## src/hdl/i2cb_pkg.sv

```systemverilog
// shared types and constants for the i2c master bit engine
`timescale 1ns / 1ps
`default_nettype none
package i2cb_pkg;

  typedef enum logic [3:0] {
    OP_NONE    = 4'd0,
    OP_START   = 4'd1,
    OP_RESTART = 4'd2,
    OP_STOP    = 4'd3,
    OP_WRITE   = 4'd4,
    OP_READ    = 4'd5,
    OP_CHK_ACK = 4'd6,
    OP_ACK     = 4'd7,
    OP_NACK    = 4'd8
  } op_t;

  localparam int unsigned CFG_W = 16;
  localparam logic CFG_HALF_PERIOD = 1'b0;
  localparam logic CFG_READ_LEAD   = 1'b1;

  localparam logic [CFG_W-1:0] HALF_PERIOD_RST = 16'd100;
  localparam logic [CFG_W-1:0] READ_LEAD_RST   = 16'd500;

  localparam int unsigned Q_DEPTH = 4;
  localparam int unsigned Q_AW    = $clog2(Q_DEPTH);

  typedef struct packed {
    logic [3:0] op;
    logic [7:0] data_byte;
    logic       sda_level;
  } in_t;

  typedef struct packed {
    logic       scl_release;
    logic       sda_release;
    logic       busy_res;
    logic       done_res;
    logic [7:0] read_value;
    logic       ack_error;
    logic       refused;
  } out_t;

  // classified tick as it waits in the queue
  typedef struct packed {
    logic [3:0] op;
    logic       is_cmd;
    logic       nonzero;
    logic [7:0] data_byte;
    logic       sda_level;
  } tick_t;

endpackage
`default_nettype wire

```

## src/hdl/i2c_master_bit_engine.sv

```systemverilog
// I2C master pin sequencer: each input item is one tick, each tick gives one result item
//
// Usage: every tick enters on the in channel (valid/ready) with an optional command
// (start, restart, stop, write, read, check ack, ack, nack), a write byte and the
// sampled SDA level. Each tick yields one result item on the out channel holding
// the SCL/SDA release levels, busy, done, the last byte read, the ack error and a
// refused flag for a command that came in while another was running.
// Configuration: cfg_wen/cfg_idx/cfg_wdata write half_period_ticks (index 0) and
// read_lead_ticks (index 1); the user must write them only while the block is idle, the block does not enforce it.
// Throughput: one tick per clock cycle while out_ready is high; the sequencer advances one tick per cycle.
// Path: an accepted tick is written into the queue, then the sequencer registers its result
// in the output register; a four-entry queue separates the input side from the sequencer.
// Stall: with out_ready low the finished result holds in the output register, the
// queue fills, and in_ready drops once it is full; nothing is dropped.
// Reset (rst, synchronous): pins released, no command, read byte and ack error
// cleared, registers back to 100 and 500 ticks; the queue and output are emptied.
`timescale 1ns / 1ps
`default_nettype none
module i2c_master_bit_engine import i2cb_pkg::*; (
  input  wire logic             clk,
  input  wire logic             rst,
  input  wire logic             cfg_wen,
  input  wire logic             cfg_idx,
  input  wire logic [CFG_W-1:0] cfg_wdata,
  input  wire logic             in_valid,
  output logic                  in_ready,
  input  wire in_t              in_item,
  output logic                  out_valid,
  input  wire logic             out_ready,
  output out_t                  out_item
);

  logic  q_full, q_push, q_pop, q_not_empty;
  tick_t q_in, q_out;

  i2cb_front u_front (
    .in_valid (in_valid),
    .in_ready (in_ready),
    .in_item  (in_item),
    .q_full   (q_full),
    .q_push   (q_push),
    .q_data   (q_in)
  );

  i2cb_queue u_queue (
    .clk       (clk),
    .rst       (rst),
    .push      (q_push),
    .push_data (q_in),
    .full      (q_full),
    .pop       (q_pop),
    .not_empty (q_not_empty),
    .pop_data  (q_out)
  );

  i2cb_seq u_seq (
    .clk         (clk),
    .rst         (rst),
    .cfg_wen     (cfg_wen),
    .cfg_idx     (cfg_idx),
    .cfg_wdata   (cfg_wdata),
    .q_not_empty (q_not_empty),
    .q_data      (q_out),
    .q_pop       (q_pop),
    .out_valid   (out_valid),
    .out_ready   (out_ready),
    .out_item    (out_item)
  );

endmodule
`default_nettype wire

```

## src/hdl/i2cb_front.sv

```systemverilog
// input side: accepts ticks and classifies their command codes
`timescale 1ns / 1ps
`default_nettype none
module i2cb_front import i2cb_pkg::*; (
  input  wire logic  in_valid,
  output logic       in_ready,
  input  wire in_t   in_item,
  input  wire logic  q_full,
  output logic       q_push,
  output tick_t      q_data
);

  assign in_ready = !q_full;
  assign q_push   = in_valid && !q_full;

  always_comb begin
    q_data.op        = in_item.op;
    q_data.is_cmd    = (in_item.op inside {[OP_START:OP_NACK]});
    q_data.nonzero   = (in_item.op != OP_NONE);
    q_data.data_byte = in_item.data_byte;
    q_data.sda_level = in_item.sda_level;
  end

endmodule
`default_nettype wire

```

## src/hdl/i2cb_queue.sv

```systemverilog
// short queue of classified ticks between front and sequencer
`timescale 1ns / 1ps
`default_nettype none
module i2cb_queue import i2cb_pkg::*; (
  input  wire logic  clk,
  input  wire logic  rst,
  input  wire logic  push,
  input  wire tick_t push_data,
  output logic       full,
  input  wire logic  pop,
  output logic       not_empty,
  output tick_t      pop_data
);

  tick_t           mem [Q_DEPTH];
  logic [Q_AW-1:0] wr_ptr;
  logic [Q_AW-1:0] rd_ptr;
  logic [Q_AW:0]   count;

  assign full      = (count == (Q_AW+1)'(Q_DEPTH));
  assign not_empty = (count != '0);
  assign pop_data  = mem[rd_ptr];

  always_ff @(posedge clk) begin
    if (push) begin
      mem[wr_ptr] <= push_data;
    end
  end

  always_ff @(posedge clk) begin
    if (rst) begin
      wr_ptr <= '0;
      rd_ptr <= '0;
      count  <= '0;
    end else begin
      if (push) wr_ptr <= wr_ptr + 1'b1;
      if (pop)  rd_ptr <= rd_ptr + 1'b1;
      case ({push, pop})
        2'b10:   count <= count + 1'b1;
        2'b01:   count <= count - 1'b1;
        default: count <= count;
      endcase
    end
  end

endmodule
`default_nettype wire

```

## src/hdl/i2cb_seq.sv

```systemverilog
// back end: pin sequencer state, config registers and output register
`timescale 1ns / 1ps
`default_nettype none
module i2cb_seq import i2cb_pkg::*; (
  input  wire logic             clk,
  input  wire logic             rst,
  input  wire logic             cfg_wen,
  input  wire logic             cfg_idx,
  input  wire logic [CFG_W-1:0] cfg_wdata,
  input  wire logic             q_not_empty,
  input  wire tick_t            q_data,
  output logic                  q_pop,
  output logic                  out_valid,
  input  wire logic             out_ready,
  output out_t                  out_item
);

  localparam logic [1:0] PH_A = 2'd0;
  localparam logic [1:0] PH_B = 2'd1;
  localparam logic [1:0] PH_C = 2'd2;

  logic [CFG_W-1:0] half_period;
  logic [CFG_W-1:0] read_lead;

  logic             scl, sda;
  logic [3:0]       cmd;
  logic [1:0]       phase;
  logic [3:0]       bit_idx;
  logic [7:0]       shift;
  logic [CFG_W-1:0] wcnt;
  logic             ack;
  logic [7:0]       last_read;

  logic             scl_next, sda_next;
  logic [3:0]       cmd_next;
  logic [1:0]       phase_next;
  logic [3:0]       bit_idx_next;
  logic [7:0]       shift_next;
  logic [CFG_W-1:0] wcnt_next;
  logic             ack_next;
  logic [7:0]       last_read_next;
  out_t             res;

  // pin levels {scl, sda} on entry to a segment
  function automatic logic [1:0] seg_pins(input logic [3:0] c, input logic [1:0] ph,
                                          input logic msb, input logic [1:0] cur);
    logic [1:0] p;
    p = cur;
    case (op_t'(c))
      OP_START: begin
        if (ph == PH_A) p[1] = 1'b1;
        else p[0] = 1'b0;
      end
      OP_RESTART: begin
        if (ph == PH_A) p = 2'b01;
        else if (ph == PH_B) p[1] = 1'b1;
        else p[0] = 1'b0;
      end
      OP_STOP: begin
        if (ph == PH_A) p = 2'b00;
        else if (ph == PH_B) p[1] = 1'b1;
        else p[0] = 1'b1;
      end
      default: begin
        if (ph == PH_A) begin
          p[1] = 1'b0;
          if (op_t'(c) == OP_WRITE) p[0] = msb;
          else if (op_t'(c) == OP_ACK) p[0] = 1'b0;
          else p[0] = 1'b1;
        end else begin
          p[1] = 1'b1;
        end
      end
    endcase
    return p;
  endfunction

  assign q_pop = q_not_empty && (!out_valid || out_ready);

  always_comb begin
    logic [CFG_W-1:0] seg_len;
    logic [1:0]       pins;
    logic             scl_out, sda_out;
    logic             finish;
    logic [3:0]       nbits;
    seg_len        = (half_period == '0) ? CFG_W'(1) : half_period;
    pins           = 2'b00;
    scl_next       = scl;
    sda_next       = sda;
    cmd_next       = cmd;
    phase_next     = phase;
    bit_idx_next   = bit_idx;
    shift_next     = shift;
    wcnt_next      = wcnt;
    ack_next       = ack;
    last_read_next = last_read;
    finish         = 1'b0;
    nbits          = 4'd1;
    res            = '0;

    // command pickup
    if (cmd == OP_NONE) begin
      if (q_data.is_cmd) begin
        cmd_next     = q_data.op;
        bit_idx_next = '0;
        shift_next   = (q_data.op == OP_WRITE) ? q_data.data_byte : 8'h00;
        if (q_data.op == OP_READ && read_lead != '0) begin
          phase_next = PH_C;
          wcnt_next  = read_lead;
        end else begin
          phase_next = PH_A;
          wcnt_next  = seg_len;
          pins       = seg_pins(q_data.op, PH_A, shift_next[7], {scl, sda});
          scl_next   = pins[1];
          sda_next   = pins[0];
        end
      end
    end else begin
      res.refused = q_data.nonzero;
    end

    scl_out = scl_next;
    sda_out = sda_next;

    // segment countdown and advance
    if (cmd_next != OP_NONE) begin
      if (wcnt_next != '0) wcnt_next = wcnt_next - 1'b1;
      if (wcnt_next == '0) begin
        case (op_t'(cmd_next))
          OP_START: begin
            if (phase_next == PH_A) phase_next = PH_B;
            else finish = 1'b1;
          end
          OP_RESTART, OP_STOP: begin
            if (phase_next inside {PH_A, PH_B}) phase_next = phase_next + 1'b1;
            else finish = 1'b1;
          end
          default: begin
            if (phase_next == PH_C) begin
              phase_next = PH_A;
            end else if (phase_next == PH_A) begin
              phase_next = PH_B;
            end else begin
              // end of an scl high segment: sample sda
              nbits = (cmd_next inside {OP_WRITE, OP_READ}) ? 4'd8 : 4'd1;
              if (cmd_next == OP_WRITE) shift_next = {shift_next[6:0], 1'b0};
              if (cmd_next == OP_READ)  shift_next = {shift_next[6:0], q_data.sda_level};
              if (cmd_next == OP_CHK_ACK) ack_next = q_data.sda_level;
              bit_idx_next = bit_idx_next + 1'b1;
              if (bit_idx_next < nbits) begin
                phase_next = PH_A;
              end else begin
                finish = 1'b1;
                if (cmd_next == OP_READ) last_read_next = shift_next;
              end
            end
          end
        endcase
        if (finish) begin
          cmd_next     = OP_NONE;
          phase_next   = PH_A;
          bit_idx_next = '0;
          wcnt_next    = '0;
        end else begin
          wcnt_next = seg_len;
          pins      = seg_pins(cmd_next, phase_next, shift_next[7], {scl_next, sda_next});
          scl_next  = pins[1];
          sda_next  = pins[0];
        end
      end
    end

    res.scl_release = scl_out;
    res.sda_release = sda_out;
    res.busy_res    = (cmd_next != OP_NONE);
    res.done_res    = finish;
    res.read_value  = last_read_next;
    res.ack_error   = ack_next;
  end

  always_ff @(posedge clk) begin
    if (rst) begin
      half_period <= HALF_PERIOD_RST;
      read_lead   <= READ_LEAD_RST;
    end else if (cfg_wen) begin
      case (cfg_idx)
        CFG_HALF_PERIOD: half_period <= cfg_wdata;
        CFG_READ_LEAD:   read_lead   <= cfg_wdata;
        default:         half_period <= half_period;
      endcase
    end
  end

  always_ff @(posedge clk) begin
    if (rst) begin
      scl       <= 1'b1;
      sda       <= 1'b1;
      cmd       <= OP_NONE;
      phase     <= PH_A;
      bit_idx   <= '0;
      shift     <= '0;
      wcnt      <= '0;
      ack       <= 1'b0;
      last_read <= '0;
      out_valid <= 1'b0;
    end else begin
      if (q_pop) begin
        scl       <= scl_next;
        sda       <= sda_next;
        cmd       <= cmd_next;
        phase     <= phase_next;
        bit_idx   <= bit_idx_next;
        shift     <= shift_next;
        wcnt      <= wcnt_next;
        ack       <= ack_next;
        last_read <= last_read_next;
        out_valid <= 1'b1;
      end else if (out_ready) begin
        out_valid <= 1'b0;
      end
    end
  end

  always_ff @(posedge clk) begin
    if (q_pop) out_item <= res;
  end

  // a held result is never overwritten
  a_no_pop_on_stall: assert property (@(posedge clk) disable iff (rst)
    (out_valid && !out_ready) |-> !q_pop)
    else $error("sequencer advanced while a result was stalled");

  // done ends the command in the same item
  a_done_not_busy: assert property (@(posedge clk) disable iff (rst)
    (out_valid && out_item.done_res) |-> !out_item.busy_res)
    else $error("done reported with command still busy");

  // idle sequencer holds its counters cleared
  a_idle_clear: assert property (@(posedge clk) disable iff (rst)
    (cmd == OP_NONE) |-> (wcnt == '0 && bit_idx == '0 && phase == PH_A))
    else $error("idle sequencer with stale counters");

  // refusal only while a command was running
  a_refuse_busy: assert property (@(posedge clk) disable iff (rst)
    q_pop && res.refused |-> (cmd != OP_NONE))
    else $error("refused flagged while idle");

endmodule
`default_nettype wire

```

## config.mk

```make
export PLATFORM = sky130hd
export DESIGN_NAME = i2c_master_bit_engine
export DESIGN_NICKNAME = d
export VERILOG_FILES = /design/src/hdl/i2cb_pkg.sv /design/src/hdl/i2c_master_bit_engine.sv /design/src/hdl/i2cb_front.sv /design/src/hdl/i2cb_queue.sv /design/src/hdl/i2cb_seq.sv
export SDC_FILE = /design/constraint.sdc
export NUM_CORES = 1
export LEC_CHECK = 0
export BUFFER_PORTS_ARGS = -buffer_cell sky130_fd_sc_hd__clkbuf_2
export CORE_MARGIN = 2
export CORE_UTILIZATION = 36
export DETAILED_ROUTE_END_ITERATION = 8
export PLACE_DENSITY_LB_ADDON = 0.3
export SYNTH_ARGS = -nofsm -noshare
export SYNTH_HDL_FRONTEND = slang
export SYNTH_HIERARCHICAL = 1
export SYNTH_SLANG_ARGS = --single-unit
export TNS_END_PERCENT = 10
```

## constraint.sdc

```tcl
create_clock -name clk -period 5.08 [get_ports clk]
set_input_delay 1.016 -clock clk [delete_from_list [all_inputs] [get_ports clk]]
set_output_delay 1.016 -clock clk [all_outputs]
set_load 0.02 [all_outputs]
```

==> results of run 1 <==
## sequential cells by signal, indices dropped and copies added (netlist names), named ones only
register,flops
u_seq/wcnt,16
u_seq/bit_idx,4
u_seq/out_item,14
u_seq/half_period,16
u_seq/out_valid,1
u_seq/last_read,8
u_seq/scl,1
u_seq/phase,2
u_seq/cmd,4
u_seq/read_lead,16
u_queue/wr_ptr,2
u_seq/shift,8
u_seq/ack,1
u_queue/mem,60
u_seq/sda,1
u_queue/rd_ptr,2
u_queue/count,3
## what timing repair did
action,in CTS,in global routing
setup buffers,0,2
setup endpoints to repair,0,43
resized for setup,0,4
## path summary, 6_finish.rpt
check                                        from  slack [ns]                         endpoint  cells after the start
setup / recovery                        flip-flop        0.32      u_seq/out_item[1]$_DFFE_PP_                     17
hold / removal    u_seq/last_read[0]$_SDFFE_PP0P_        0.47  u_seq/last_read[0]$_SDFFE_PP0P_                      2
setup reg to reg                        flip-flop        0.32      u_seq/out_item[1]$_DFFE_PP_                     17
hold reg to reg   u_seq/last_read[0]$_SDFFE_PP0P_        0.47  u_seq/last_read[0]$_SDFFE_PP0P_                      2
## routing by layer
layer	global-route usage (%)	vias to the layer above	share of wire [%]
met2	27.60	247	44
met4	5.491	0	1.7
met5	0	-	0
li1	-	3384	-
met3	3.266	34	5.8
met1	27.83	3324	49
## cells in the final DEF, fill, tap and decap left out, types with 14 or more instances in the layout
cell       netlist  final
a211oi_1        17     17
a21oi_1         60     60
buf_4           16     32
clkbuf_16        0     17
clkbuf_2         0     50
dfxtp_1         87     86
edfxtp_1        74     74
nand2_1        116    116
nand3_1         36     36
nor2_1          69     69
nor2b_1         14     14
nor3_1          36     36
o21ai_0         42     42
## metrics by stage
step / hold WS (ns) / std cells / setup slack [ns] / area, µm² / total power [W]
CTS: 0.4635 / 1250 / 0.03626 / 9747 / 0.006546
global route: 0.4837 / 1252 / 0.04462 / 9761 / 0.007012
finish: 0.4728 / 1252 / 0.3243 / 9761 / 0.006591
global placement: 0.4447 / 1218 / 0.1212 / 9124 / 0.005210
floorplan: 0.4350 / 884 / 0.1146 / 8603 / 0.004201
detailed placement: 0.4538 / 1218 / 0.06169 / 9124 / 0.005185
## final cells by class
| cell class | count | area, µm² |
|---|---|---|
| fillers | 2315 | 13710 |
| multi-input cells | 643 | 4227 |
| flip-flops and latches | 161 | 3965 |
| repair buffers | 82 | 490.5 |
| clock buffers | 18 | 429.2 |
| well taps | 319 | 399.1 |
| clock inverters | 14 | 193.9 |
| inverters | 15 | 56.30 |
## where the power goes
part / switching [W] / leakage [nW] / internal, W / total [W]
registers: 0.000125 / 1.39 / 0.00161 / 0.00174
logic: 0.00234 / 1.85 / 0.00118 / 0.00352
clock network: 0.000584 / 0.305 / 0.000755 / 0.00134
total: 0.00305 / 3.55 / 0.00354 / 0.00659
## cells by family after synthesis
logic type	count (synthesis)	share of synthesized area (%)
DFF	161	46.07
AOI/OAI and AO/OA	228	18.19
muxes	40	7.606
adders and majority gates	12	1.832
xor gates and xnor gates	16	1.629
buffers and inverters	80	4.843
and+or+nand+nor	347	19.82
## critical path: cells and delay by family (launching register included)
kind	cells	cell delay (ns)
muxes	2	0.95
adders and majority gates	1	0.21
buffers and inverters	2	0.46
and+or+nand+nor	5	1.16
DFF	1	0.40
AOI/OAI and AO/OA	7	1.33
==> impl_metrics.py, run 1 <==
metrics = {
    "worst_setup_path": {
        "timing.critical_path.to_type": "flip-flop",
        "max_stage_delay_ns": 0.61,
        "crit_chain": "mux4_2 -> nor4bb_2 -> buf_4 -> o21ai_1 -> a22oi_1 -> nor2_1 -> a21oi_1 -> ha_1 -> o21ai_2 -> or3_4 -> o21ai_0 -> o2111ai_1 -> a2111oi_4 -> buf_4 -> nand3_1 -> nor2_1 -> mux2_2",
        "critPathSlowestCell": "mux4_2",
        "cp_max_fo": 20,
        "required_ns": 5.25,
        "path_class": "flip-flop to flip-flop",
        "cp.arrival_ns": 4.93,
        "critPathLaunchType": "flip-flop",
    },
    "detailed_routing": {
        "vias_per_cell": 5.582,
        "drc_errors": 0,
        "first_pass_iters": 5,
        "wl_um": 22780,
        "wl_per_cell_um": 18.20,
        "vias": 6989,
        "drtIter0Drc": 681,
        "postRouteAntennaNets": 0,
    },
    "logic_synthesis": {
        "synthTopCellsByArea": "edfxtp_1 (26%), dfxtp_1 (20%), nand2_1 (5.1%), a21oi_1 (3.5%), nor2_1 (3.0%)",
        "synth.net_count": 931,
        "synth_top_cell_area_share_pct": 25.83,
        "synth-edff-count": 74,
        "ys_warn_count": 6,
        "synthArstFlopShare_pct": 0,
        "synth_ff_type": "dfxtp_1",
        "avgSynthCellArea_um2": 9.732,
        "ys_types": 86,
        "ys_seq_area_share_pct": 46.07,
        "yosysMostFrequentCell": "nand2_1",
        "syn-cell-area_um2": 8603,
        "synth_seq_cells": 161,
        "synth_top_area_cell": "edfxtp_1",
        "syn_inst": 884,
        "ys_top_cells_by_count": "nand2_1 (116), dfxtp_1 (87), edfxtp_1 (74)",
    },
    "global_routing": {
        "grt_max_degree": 47,
        "grt_use_total_pct": 18.69,
        "grt_overflow_total": 0,
        "grt_pass1_vias": 6612,
        "antenna_found_initial": 0,
        "grt_pass1_wl_um": 36620,
    },
    "cts": {
        "cts-hold-fix-buffers": 0,
        "clk_path_buf_depth": 2,
        "clock-root-buffer": "clkbuf_16",
        "htreeDepth": 4,
        "cts_num_sinks": 161,
        "clock_latency_ns": 0.42,
        "cts_tree": "done",
        "clk_pin_slew_ns": 0.07,
        "numCtsBuffers": 17,
    },
    "sta": {
        "skew_ns": 0.01321,
        "finalCritPeriodShare_pct": 93.62,
        "tns_ns": 0,
        "setup_viol": 0,
        "slew_violations": 0,
        "timing.final.hold_violations": 0,
        "tightest_slew_ns": 0.9987,
        "fmax_mhz": 210.3,
        "finalCriticalPeriod_ns": 4.756,
        "relSlewSlack_pct": 32.91,
        "rsz0062_at_grt": "false",
    },
    "finish": {
        "areaGrowthSynthToFinish_pct": 13.45,
        "layout-drive-gt1-share_pct": 17.58,
        "layout.nets": 967,
        "fin_util_pct": 41.58,
        "antenna_cells": 0,
    },
    "floorplanning": {
        "dieWidth_um": 158.6,
        "rows": 56,
        "die_y_um": 158.6,
        "core-area_um2": 23470,
        "ios": 51,
        "dieArea_um2": 25150,
        "initial_utilization_pct": 36.65,
    },
    "power": {
        "ir_drop_mv": 0.4066,
        "p_per_area_nw_per_um2": 675.2,
        "p_leak_nw": 3.547,
    },
    "status": {
        "status": "finished clean",
    },
    "placement": {
        "gp_congestion": 0.9024,
        "hpwl_um": 16340,
        "port_buffers": 50,
    },
    "job": {
        "max-cap-violations": 0,
    },
    "worst_hold_path": {
        "holdCritPathClass": "flip-flop to flip-flop",
    },
}
Note: power is estimated with default switching activity, not from simulation.
==> run 2: changes to the inputs <==
- ABC_AREA: unset -> 1
==> run 2 against run 1 <==
  * Setup slack better by 0.43 ns
  * Die area up 7.9%
  * Synthesized area up 8.1%
  * Wire length up 2.2%
  * Sequential share of layout area down 2.1 points
  * Final area up 5.4%
  * Largest cell class unchanged
  * Worst hold slack worse by 0.039 ns
==> impl_metrics.py, run 2 <==
metrics = {
    "logic_synthesis": {
        "avgSynthCellArea_um2": 7.418,
        "synth_top_cell_area_share_pct": 23.89,
        "ys_seq_area_share_pct": 42.61,
        "syn_inst": 1254,
        "ys_warn_count": 6,
        "synth-edff-count": 74,
        "synthArstFlopShare_pct": 0,
        "synth_top_area_cell": "edfxtp_1",
        "synth_ff_type": "dfxtp_1",
        "synth.area.mux_share_pct": 0,
        "synth_compound_area_share_pct": 16.72,
        "yosysMostFrequentCell": "nand2_1",
        "yosys.area_share.simple_pct": 28.86,
        "ys_types": 45,
        "synth_seq_cells": 161,
        "syn-cell-area_um2": 9303,
        "synth_xor_area_share_pct": 0.5649,
        "synth_adder_area_share_pct": 1.695,
        "synth.net_count": 1301,
        "synthTopCellsByArea": "edfxtp_1 (24%), dfxtp_1 (19%), nand2_1 (12%), nand3_1 (5.6%), nor2_1 (5.3%)",
        "ys_top_cells_by_count": "nand2_1 (288), nor2_1 (132), inv_1 (109)",
        "synth_top_family_by_area": "simple AND/OR/NAND/NOR gates",
    },
    "cts": {
        "clk_pin_slew_ns": 0.07,
        "cts-hold-fix-buffers": 0,
        "clock_latency_ns": 0.43,
        "cts_tree": "done",
        "clock-root-buffer": "clkbuf_16",
        "numCtsBuffers": 17,
        "htreeDepth": 4,
        "cts_num_sinks": 161,
        "clk_path_buf_depth": 2,
    },
    "sta": {
        "fmax_mhz": 231.4,
        "finalCriticalPeriod_ns": 4.322,
        "relSlewSlack_pct": 18.97,
        "skew_ns": 0.01401,
        "tns_ns": 0,
        "rsz0062_at_grt": "false",
        "finalCritPeriodShare_pct": 85.07,
        "setup_ws_ns": 0.7583,
        "timing.final.hold_violations": 0,
        "slew_violations": 0,
        "tightest_slew_ns": 1.214,
        "setup_viol": 0,
    },
    "floorplanning": {
        "ios": 51,
        "rows": 58,
        "die_y_um": 164.8,
        "dieWidth_um": 164.8,
        "initial_utilization_pct": 36.84,
        "core-area_um2": 25250,
        "dieArea_um2": 27140,
    },
    "detailed_routing": {
        "vias_per_cell": 5.068,
        "highest-signal-layer": "met4",
        "postRouteAntennaNets": 0,
        "wl_per_cell_um": 14.46,
        "wl_met2_um": 10220,
        "vias": 8159,
        "wl_um": 23270,
        "drc_errors": 0,
        "met3WireLength_um": 1229,
        "first_pass_iters": 7,
        "met1_length_um": 11540,
        "drtIter0Drc": 562,
    },
    "worst_setup_path": {
        "critPathLaunchType": "flip-flop",
        "path_class": "flip-flop to flip-flop",
        "cp.arrival_ns": 4.64,
        "cp_max_fo": 33,
        "required_ns": 5.40,
        "timing.critical_path.to_type": "flip-flop",
    },
    "status": {
        "status": "finished clean",
    },
    "finish": {
        "layout_common_cells": "nand2_1 (287), nor2_1 (132), inv_1 (109), nand3_1 (105), o21ai_0 (90)",
        "fin_util_pct": 40.72,
        "layout-drive-gt1-share_pct": 13.91,
        "areaGrowthSynthToFinish_pct": 10.54,
        "regMostFlops": "u_queue/mem",
        "antenna_cells": 0,
        "layout.nets": 1314,
        "stdcell_count": 1610,
        "layout_commonest_cell": "nand2_1",
        "largest_reg_flops": 60,
    },
    "placement": {
        "hpwl_um": 16070,
        "gp_congestion": 0.9037,
        "preCtsSetupSlack_ns": 0.5318,
        "port_buffers": 50,
        "placedCellCount": 1578,
    },
    "global_routing": {
        "grt_pass1_wl_um": 38740,
        "grt_overflow_total": 0,
        "grt_max_degree": 69,
        "antenna_found_initial": 0,
        "grt_pass1_vias": 7675,
        "grt_use_total_pct": 17.83,
    },
    "worst_hold_path": {
        "hold_start": "u_queue/rd_ptr[1]$_SDFFE_PP0P_",
        "holdCritPathClass": "flip-flop to flip-flop",
    },
    "job": {
        "max-cap-violations": 0,
    },
}
run 2: metal layers:
layer | GRT usage (%) | vias up
li1 | - | 4215
met1 | 25.59 | 3716
met2 | 27.94 | 213
met3 | 2.461 | 15
met4 | 5.257 | 0
met5 | 0 | -
run 2: worst max-delay path: stages, from the launching register on:
cell and delay [ns]:
dfxtp_2 0.42, inv_2 0.33, o21ai_1 0.12, o22ai_1 0.24, inv_1 0.11, nand2_2 0.11, nor2_4 0.06, buf_4 0.19
nand4_1 0.14, nand2_1 0.08, nor2_2 0.18, ha_1 0.25, nand3_2 0.17, nor2_2 0.17, nand2_2 0.22, nand2_1 0.20
nand2_1 0.10, nor2_1 0.15, nand3_1 0.19, inv_2 0.42, o21ai_1 0.13, o21ai_0 0.18, inv_1 0.05
run 2: final cells by class:
class                   instances  area (µm²)
well taps                     330       412.9
clock buffers                  17       425.4
inverters                     123       461.7
flip-flops and latches        161        3965
clock inverters                15       202.7
multi-input cells             899        4453
fillers                      2633       14970
repair buffers                 65       362.8
run 2: path summary, 6_finish.rpt:
check        slack [ns]  cells past startpoint                endpoint
max                0.76                     22  u_seq/ack$_SDFFE_PP0P_
min                0.43                      1               flip-flop
max reg2reg        0.76                     22  u_seq/ack$_SDFFE_PP0P_
min reg2reg        0.43                      1               flip-flop
run 2: kinds of logic after synthesis:
family                   after synthesis
AO/OA/AOI/OAI                        274
XOR/XNOR                               6
adder cells (fa/ha/maj)               12
buffers and inverters                194
flip-flops                           161
AND/OR/NAND/NOR                      607
run 2: timing repair:
| item | 4_1_cts | 5_1_grt |
|---|---|---|
| setup buffers | 0 | 0 |
| setup endpoints to repair | 0 | 4 |
| gates resized for setup | 0 | 1 |
| hold endpoints to repair | 0 | 0 |
run 2: through the flow:
| stage | instance area [µm²] | hold slack [ns] |
|---|---|---|
| 2_1_floorplan | 9303 | 0.4115 |
| 3_3_place_gp | 9654 | 0.4339 |
| 3_5_place_dp | 9654 | 0.4368 |
| 4_1_cts | 10280 | 0.4458 |
| 5_1_grt | 10280 | 0.4586 |
| 6_report | 10280 | 0.4335 |
Power of run 2 is left out: the tool's default activity adds up to more than one toggle a clock period on the data nets, which glitch-free logic cannot reach.
